## src/rtl/irq_pkg.sv

```systemverilog
// Shared types and constants for the int8 requantiser.
// No dependencies; used by the pipeline, the top level and the checker.
`timescale 1ns / 1ps

package irq_pkg;

    localparam int ACC_W      = 32;
    localparam int OUT_W      = 8;
    localparam int SCALE_W    = 30;
    localparam int MANT_W     = 23;
    localparam int EXP_W      = SCALE_W - MANT_W;
    localparam int MULT_W     = MANT_W + 1 + 7;    // hidden one, then << 7
    localparam int POST_W     = 6;                 // post-shift capped at 63
    localparam int MID_W      = 16;
    localparam int CFG_IDX_W  = 4;
    localparam int CFG_DATA_W = 32;

    localparam logic [EXP_W-1:0]  SHIFT_BASE = EXP_W'(126);
    localparam logic [POST_W-1:0] POST_MAX   = POST_W'(63);

    // register map
    localparam logic [CFG_IDX_W-1:0] CFG_SCALE   = CFG_IDX_W'(0);
    localparam logic [CFG_IDX_W-1:0] CFG_ZP      = CFG_IDX_W'(1);
    localparam logic [CFG_IDX_W-1:0] CFG_OUT_MIN = CFG_IDX_W'(2);
    localparam logic [CFG_IDX_W-1:0] CFG_OUT_MAX = CFG_IDX_W'(3);

    localparam logic [SCALE_W-1:0]     SCALE_RESET = SCALE_W'(32'h3F00_0000);
    localparam logic signed [OUT_W-1:0] ZP_RESET   = OUT_W'(0);
    localparam logic signed [OUT_W-1:0] MIN_RESET  = OUT_W'(8'h80);
    localparam logic signed [OUT_W-1:0] MAX_RESET  = OUT_W'(8'h7F);

    // settings decoded from the registers, handed to the pipeline
    typedef struct packed {
        logic [MULT_W-1:0]       mult;
        logic [POST_W-1:0]       post;
        logic                    dbl_in;
        logic signed [OUT_W-1:0] zp;
        logic signed [OUT_W-1:0] out_min;
        logic signed [OUT_W-1:0] out_max;
    } irq_cfg_t;

endpackage

```

## src/rtl/int8_requantize_rndnu.sv

```systemverilog
// An accepted input beat passes a_reg, p_reg, m_reg and q_reg to reach m_.
// Throughput: one beat per cycle; the four pipeline stages advance together
// and hold as a whole only while a result sits unaccepted on m_.
// The 32x31 multiply in stage 2 is the widest step.
// Reset (aresetn low, synchronous): pipeline emptied, registers to their
// defaults (scale 0.5, zero point 0, clamp -128..127). Config always ready.
`timescale 1ns / 1ps

module int8_requantize_rndnu (
    input  logic                                 aclk,
    input  logic                                 aresetn,
    input  logic                                 s_valid,
    output logic                                 s_ready,
    input  logic signed [irq_pkg::ACC_W-1:0]     s_accumulator,
    input  logic                                 s_last_in,
    output logic                                 m_valid,
    input  logic                                 m_ready,
    output logic signed [irq_pkg::OUT_W-1:0]     m_quantized,
    output logic                                 m_last_out,
    input  logic                                 cfg_valid,
    output logic                                 cfg_ready,
    input  logic [irq_pkg::CFG_IDX_W-1:0]        cfg_index,
    input  logic [irq_pkg::CFG_DATA_W-1:0]       cfg_data
);

    localparam int SCALE_W = irq_pkg::SCALE_W;
    localparam int MANT_W  = irq_pkg::MANT_W;
    localparam int EXP_W   = irq_pkg::EXP_W;
    localparam int OUT_W   = irq_pkg::OUT_W;
    localparam int POST_W  = irq_pkg::POST_W;

    logic [SCALE_W-1:0]       scale_reg;
    logic signed [OUT_W-1:0]  zp_reg;
    logic signed [OUT_W-1:0]  min_reg;
    logic signed [OUT_W-1:0]  max_reg;

    logic [EXP_W-1:0]         expo;
    logic [EXP_W-1:0]         diff;
    irq_pkg::irq_cfg_t        cfg;
    logic                     en;

    assign cfg_ready = 1'b1;

    always_ff @(posedge aclk) begin
        if (!aresetn) begin
            scale_reg <= irq_pkg::SCALE_RESET;
            zp_reg    <= irq_pkg::ZP_RESET;
            min_reg   <= irq_pkg::MIN_RESET;
            max_reg   <= irq_pkg::MAX_RESET;
        end else if (cfg_valid && cfg_ready) begin
            unique case (cfg_index)
                irq_pkg::CFG_SCALE:   scale_reg <= cfg_data[SCALE_W-1:0];
                irq_pkg::CFG_ZP:      zp_reg    <= cfg_data[OUT_W-1:0];
                irq_pkg::CFG_OUT_MIN: min_reg   <= cfg_data[OUT_W-1:0];
                irq_pkg::CFG_OUT_MAX: max_reg   <= cfg_data[OUT_W-1:0];
                default: ;
            endcase
        end
    end

    // exponent 126 and 127 both mean a zero shift: pre-shift and post-shift of one
    always_comb begin
        expo           = scale_reg[SCALE_W-1:MANT_W];
        diff           = irq_pkg::SHIFT_BASE - expo;
        cfg.mult       = {1'b1, scale_reg[MANT_W-1:0], 7'b0};
        cfg.dbl_in     = (expo >= irq_pkg::SHIFT_BASE);
        if (expo >= irq_pkg::SHIFT_BASE) begin
            cfg.post = POST_W'(1);
        end else if (diff > EXP_W'(irq_pkg::POST_MAX)) begin
            cfg.post = irq_pkg::POST_MAX;
        end else begin
            cfg.post = diff[POST_W-1:0];
        end
        cfg.zp         = zp_reg;
        cfg.out_min    = min_reg;
        cfg.out_max    = max_reg;
    end

    // whole pipe moves unless the output beat is stuck
    assign en      = !m_valid || m_ready;
    assign s_ready = en;

    irq_pipe u_pipe (
        .aclk      (aclk),
        .aresetn   (aresetn),
        .en        (en),
        .in_valid  (s_valid && s_ready),
        .in_acc    (s_accumulator),
        .in_last   (s_last_in),
        .cfg       (cfg),
        .out_valid (m_valid),
        .out_q     (m_quantized),
        .out_last  (m_last_out)
    );

endmodule

```

## src/rtl/irq_pipe.sv

```systemverilog
// Four-stage requantisation datapath: pre-shift, multiply, rounding shift,
// zero point / saturation / clamp. Depends on irq_pkg.
`timescale 1ns / 1ps

module irq_pipe (
    input  logic                               aclk,
    input  logic                               aresetn,
    input  logic                               en,
    input  logic                               in_valid,
    input  logic signed [irq_pkg::ACC_W-1:0]   in_acc,
    input  logic                               in_last,
    input  irq_pkg::irq_cfg_t                  cfg,
    output logic                               out_valid,
    output logic signed [irq_pkg::OUT_W-1:0]   out_q,
    output logic                               out_last
);

    localparam int ACC_W  = irq_pkg::ACC_W;
    localparam int OUT_W  = irq_pkg::OUT_W;
    localparam int MID_W  = irq_pkg::MID_W;
    localparam int POST_W = irq_pkg::POST_W;
    localparam int RND_W  = ACC_W + 1;
    localparam int PROD_W = 2 * ACC_W;
    localparam int SUM_W  = MID_W + 1;
    localparam int SH_W   = $clog2(ACC_W);

    logic [3:0] vld_reg;
    logic [3:0] last_reg;

    logic signed [ACC_W-1:0]  a_reg, a_next;
    logic signed [ACC_W-1:0]  p_reg, p_next;
    logic signed [MID_W-1:0]  m_reg, m_next;
    logic signed [OUT_W-1:0]  q_reg, q_next;

    logic signed [PROD_W-1:0] prod;
    logic signed [RND_W-1:0]  rsum, rval;
    logic signed [SUM_W-1:0]  zsum;
    logic signed [OUT_W-1:0]  s8;
    logic [SH_W-1:0]          sh;

    // stage 1: pre-shift wraps within 32 bits
    always_comb begin
        a_next = cfg.dbl_in ? {in_acc[ACC_W-2:0], 1'b0} : in_acc;
    end

    // stage 2: doubling high multiply; the multiplier is positive and below 2^31
    always_comb begin
        prod   = a_reg * $signed({1'b0, cfg.mult});
        p_next = prod[2*ACC_W-2:ACC_W-1];
    end

    // stage 3: round half up, arithmetic shift, saturate to 16 bits
    always_comb begin
        sh   = cfg.post[SH_W-1:0];
        rsum = {p_reg[ACC_W-1], p_reg} + (RND_W'(1) << (sh - SH_W'(1)));
        rval = rsum >>> sh;
        if (cfg.post >= POST_W'(ACC_W)) begin
            m_next = '0;    // shift beyond the word: always rounds to zero
        end else if (rval > RND_W'(32767)) begin
            m_next = MID_W'(16'h7FFF);
        end else if (rval < -RND_W'(32768)) begin
            m_next = MID_W'(16'h8000);
        end else begin
            m_next = rval[MID_W-1:0];
        end
    end

    // stage 4: zero point, 8-bit saturation, clamp (max first, then min)
    always_comb begin
        zsum = {m_reg[MID_W-1], m_reg} + SUM_W'(cfg.zp);
        if (zsum > SUM_W'(127)) begin
            s8 = OUT_W'(8'h7F);
        end else if (zsum < -SUM_W'(128)) begin
            s8 = OUT_W'(8'h80);
        end else begin
            s8 = zsum[OUT_W-1:0];
        end
        q_next = s8;
        if (q_next > cfg.out_max) begin
            q_next = cfg.out_max;
        end
        if (q_next < cfg.out_min) begin
            q_next = cfg.out_min;
        end
    end

    always_ff @(posedge aclk) begin
        if (!aresetn) begin
            vld_reg <= '0;
        end else if (en) begin
            vld_reg <= {vld_reg[2:0], in_valid};
        end
    end

    always_ff @(posedge aclk) begin
        if (en) begin
            last_reg <= {last_reg[2:0], in_last};
            a_reg    <= a_next;
            p_reg    <= p_next;
            m_reg    <= m_next;
            q_reg    <= q_next;
        end
    end

    assign out_valid = vld_reg[3];
    assign out_q     = q_reg;
    assign out_last  = last_reg[3];

endmodule

```

## config.mk

```make
export PLATFORM = sky130hd
export DESIGN_NAME = int8_requantize_rndnu
export DESIGN_NICKNAME = d
export VERILOG_FILES = /design/src/rtl/irq_pkg.sv /design/src/rtl/int8_requantize_rndnu.sv /design/src/rtl/irq_pipe.sv
export SDC_FILE = /design/constraint.sdc
export NUM_CORES = 2
export LEC_CHECK = 0
export BUFFER_PORTS_ARGS = -buffer_cell sky130_fd_sc_hd__buf_2
export CELL_PAD_IN_SITES_DETAIL_PLACEMENT = 1
export CELL_PAD_IN_SITES_GLOBAL_PLACEMENT = 2
export CORE_MARGIN = 1.5
export CORE_UTILIZATION = 46
export DETAILED_ROUTE_END_ITERATION = 10
export PLACE_DENSITY_LB_ADDON = 0.15
export SLEW_MARGIN = 0
export SYNTH_ARGS = -nofsm -noshare
export SYNTH_HDL_FRONTEND = slang
export SYNTH_HIERARCHICAL = 1
export SYNTH_SLANG_ARGS = --single-unit
```

## constraint.sdc

```tcl
create_clock -name aclk -period 20.6 [get_ports aclk]
set_input_delay 4.12 -clock aclk [delete_from_list [all_inputs] [get_ports aclk]]
set_output_delay 4.12 -clock aclk [all_outputs]
set_load 0.05 [all_outputs]
```

==> results_dict.tcl <==
set metrics [dict create \
    synthDistinctLibCells 104 \
    dieArea_sq_um 100100 \
    timing.setup.tns_ns 0 \
    synth_flop_cell "edfxtp_1" \
    port_buffers 82 \
    postSynthAreaPerCell_sq_um 9.172 \
    ctsResizeCount 0 \
    wl_per_cell_um 22.49 \
    gr-total-overflow 0 \
    final_util 0.4893 \
    areaGrowthSynthToFinish_pct 5.043 \
    grt.total_usage 0.2912 \
    max_cap_violations 0 \
    max_slew_margin 0.2340 \
    cts_sinks 150 \
    final_cell_mix "inv_1 (1089), fa_1 (1042), nand2_1 (794), and2_1 (359), ha_1 (247)" \
    place_congestion 0.8393 \
    grt_pass1_wl_um 218300 \
    fp.dieW_um 316.4 \
    synthArstFlopShare 0 \
    endpoint_kind "flip-flop" \
    max_stage_delay_ns 0.95 \
    final_common_cell "inv_1" \
    synth_edf_count 92 \
    grt_pass1_vias 37406 \
    slew_violations 0 \
    final-setup-viol-count 0 \
    worst_pin_slew_ns 1.131 \
    core_region_area_sq_um 96990 \
    powerDensity_nw_per_um2 134.9 \
    hold_viol 0 \
    synth-seq-cells 150 \
    critPathArrivalTime_ns 10.59 \
    p_leak_nw 23.00 \
    critPathSlowestCell "edfxtp_1" \
    synth_cells 4926 \
    path_class "reg -> reg" \
    fin_crit_ns 10.40 \
    placementRows 114 \
    clkTransAtPathRegs_ns 0.08 \
    firstDrtPassIters 5 \
    period_share 0.5047 \
    num_vias 33175 \
    rsz0062_at_grt "false" \
    layout-drive-gt1-share 0.06084 \
    ios 86 \
    via_per_inst 5.386 \
    yosysSeqAreaShare 0.08685 \
    cts_tree "yes" \
    clockRootBuffer "clkbuf_16" \
    numCtsBuffers 17 \
    cts_setup_buffers 0 \
    worst-path-max-fanout 19 \
    start_util 0.4658 \
    cts-htree-levels 4 \
    min-delay-path-class "reg -> reg" \
    ir_worst_vdd_mv 0.2081 \
    dp_cells 6126 \
    critPathLaunchType "flip-flop" \
    netlist_area_sq_um 45180 \
    drt_wl_total_um 138500 \
    num-nets-final 6232 \
    clock-skew-final_ns 0.02023 \
    die_h_um 316.4 \
    postCtsHoldBufs 0 \
    antenna_found_initial 5 \
    cpMostUsedCell "fa_1" \
    drt_iter0_markers 1875 \
    cts_buffer_depth 2 \
    clock.fmax_mhz 96.18 \
    yosysWarnings 6 \
    dpl.hpwl_um 105200 \
    worstPathRequired_ns 20.79 \
    drcViolationCount 0 \
    status "complete, no violations" \
    grt_max_degree 62 \
    layoutNonFillerInstCount 6160 \
    ant_nets 0 \
    worstSkewPairLatency_ns 0.51 \
]
-- cells in the mapped netlist (all sizes together), types with 23 or more instances --
| cell | n | area share |
|---|---|---|
| nand2 | 798 | 0.067 |
| inv | 1091 | 0.091 |
| nor2b | 36 | 0.0050 |
| a211oi | 29 | 0.0050 |
| ha | 247 | 0.068 |
| a21boi | 29 | 0.0048 |
| a21o | 34 | 0.0057 |
| nand3 | 40 | 0.0044 |
| nor2 | 146 | 0.012 |
| a21oi | 106 | 0.012 |
| mux2i | 59 | 0.013 |
| clkbuf | 220 | 0.018 |
| buf | 41 | 0.0050 |
| mux2 | 51 | 0.013 |
| o21ai | 86 | 0.0096 |
| fa | 1042 | 0.46 |
| nor3 | 31 | 0.0034 |
| dfxtp | 58 | 0.026 |
| xor2 | 23 | 0.0045 |
| and2 | 359 | 0.050 |
| o21a | 31 | 0.0052 |
| edfxtp | 92 | 0.061 |
| xnor2 | 59 | 0.011 |
-- area by class of cell --
class	instances	area, sq um
antenna	2	5.005
clock buffer	20	479.2
clock inverter	12	116.4
fill	11238	49530
inverter	1092	4099
multi-input combinational	3460	36320
sequential	150	3933
tap	1276	1597
timing repair buffer	148	905.9
-- layer usage --
layer / part of all wire / track usage / wire, um / vias up
met5: 0 / 0 / 0 / -
li1: - / - / - / 14655
met1: 0.44 / 0.3987 / 61250 / 17536
met2: 0.48 / 0.4796 / 65940 / 802
met4: 0.024 / 0.07468 / 3350 / 0
met3: 0.058 / 0.05141 / 7992 / 182
-- cell families (layout without fill, tap and decap cells) --
family | count (synthesis) | in the layout | synth area share
xor gates and xnor gates | 82 | 82 | 0.01590
AOI/OAI and AO/OA | 434 | 434 | 0.06605
DFF | 150 | 150 | 0.08685
muxes | 122 | 122 | 0.03185
buffers and inverters | 1353 | 1272 | 0.1140
other | 2 | 41 | 0.0001662
adders and majority gates | 1289 | 1289 | 0.5301
and+or+nand+nor | 1494 | 1494 | 0.1551
-- per-stage QoR --
step | hold slack (ns) | total power (W) | worst slack [ns] | cell area, sq um
floorplan | 0.4003 | 0.004311 | 9.749 | 45320
global placement | 0.4009 | 0.005775 | 10.38 | 46860
detailed placement | 0.4152 | 0.005919 | 10.29 | 46860
CTS | 0.4301 | 0.006342 | 10.26 | 47450
global route | 0.4440 | 0.007103 | 9.764 | 47450
finish | 0.4298 | 0.006404 | 10.20 | 47460
-- worst max-delay path: cells and delay by family (launching register included) --
family / cells / cell delay (ns)
AO/OA/AOI/OAI: 11 / 3.05
AND/OR/NAND/NOR: 2 / 0.43
buffers and inverters: 5 / 0.80
flip-flops: 1 / 0.95
adder cells (fa/ha/maj): 9 / 4.40
XOR/XNOR: 1 / 0.38
-- final timing paths --
| path | start | end | slack, ns | depth (start not counted) |
|---|---|---|---|---|
| worst max register to register | u_pipe/a_reg[15]$_DFFE_PP_ | u_pipe/p_reg[31]$_DFFE_PP_ | 10.20 | 28 |
| worst min-delay path | u_pipe/last_reg[1]$_DFFE_PP_ | u_pipe/last_reg[2]$_DFFE_PP_ | 0.43 | 0 |
| worst min register to register | u_pipe/last_reg[1]$_DFFE_PP_ | u_pipe/last_reg[2]$_DFFE_PP_ | 0.43 | 0 |
| worst max-delay path | u_pipe/a_reg[15]$_DFFE_PP_ | u_pipe/p_reg[31]$_DFFE_PP_ | 10.20 | 28 |
-- power breakdown --
part	switching, W	total, W	internal, W
logic	0.00332	0.00543	0.00211
registers	0.0000413	0.000618	0.000577
clock network	0.000180	0.000355	0.000175
total	0.00354	0.00640	0.00286
Power figures use the tool's default switching activity.
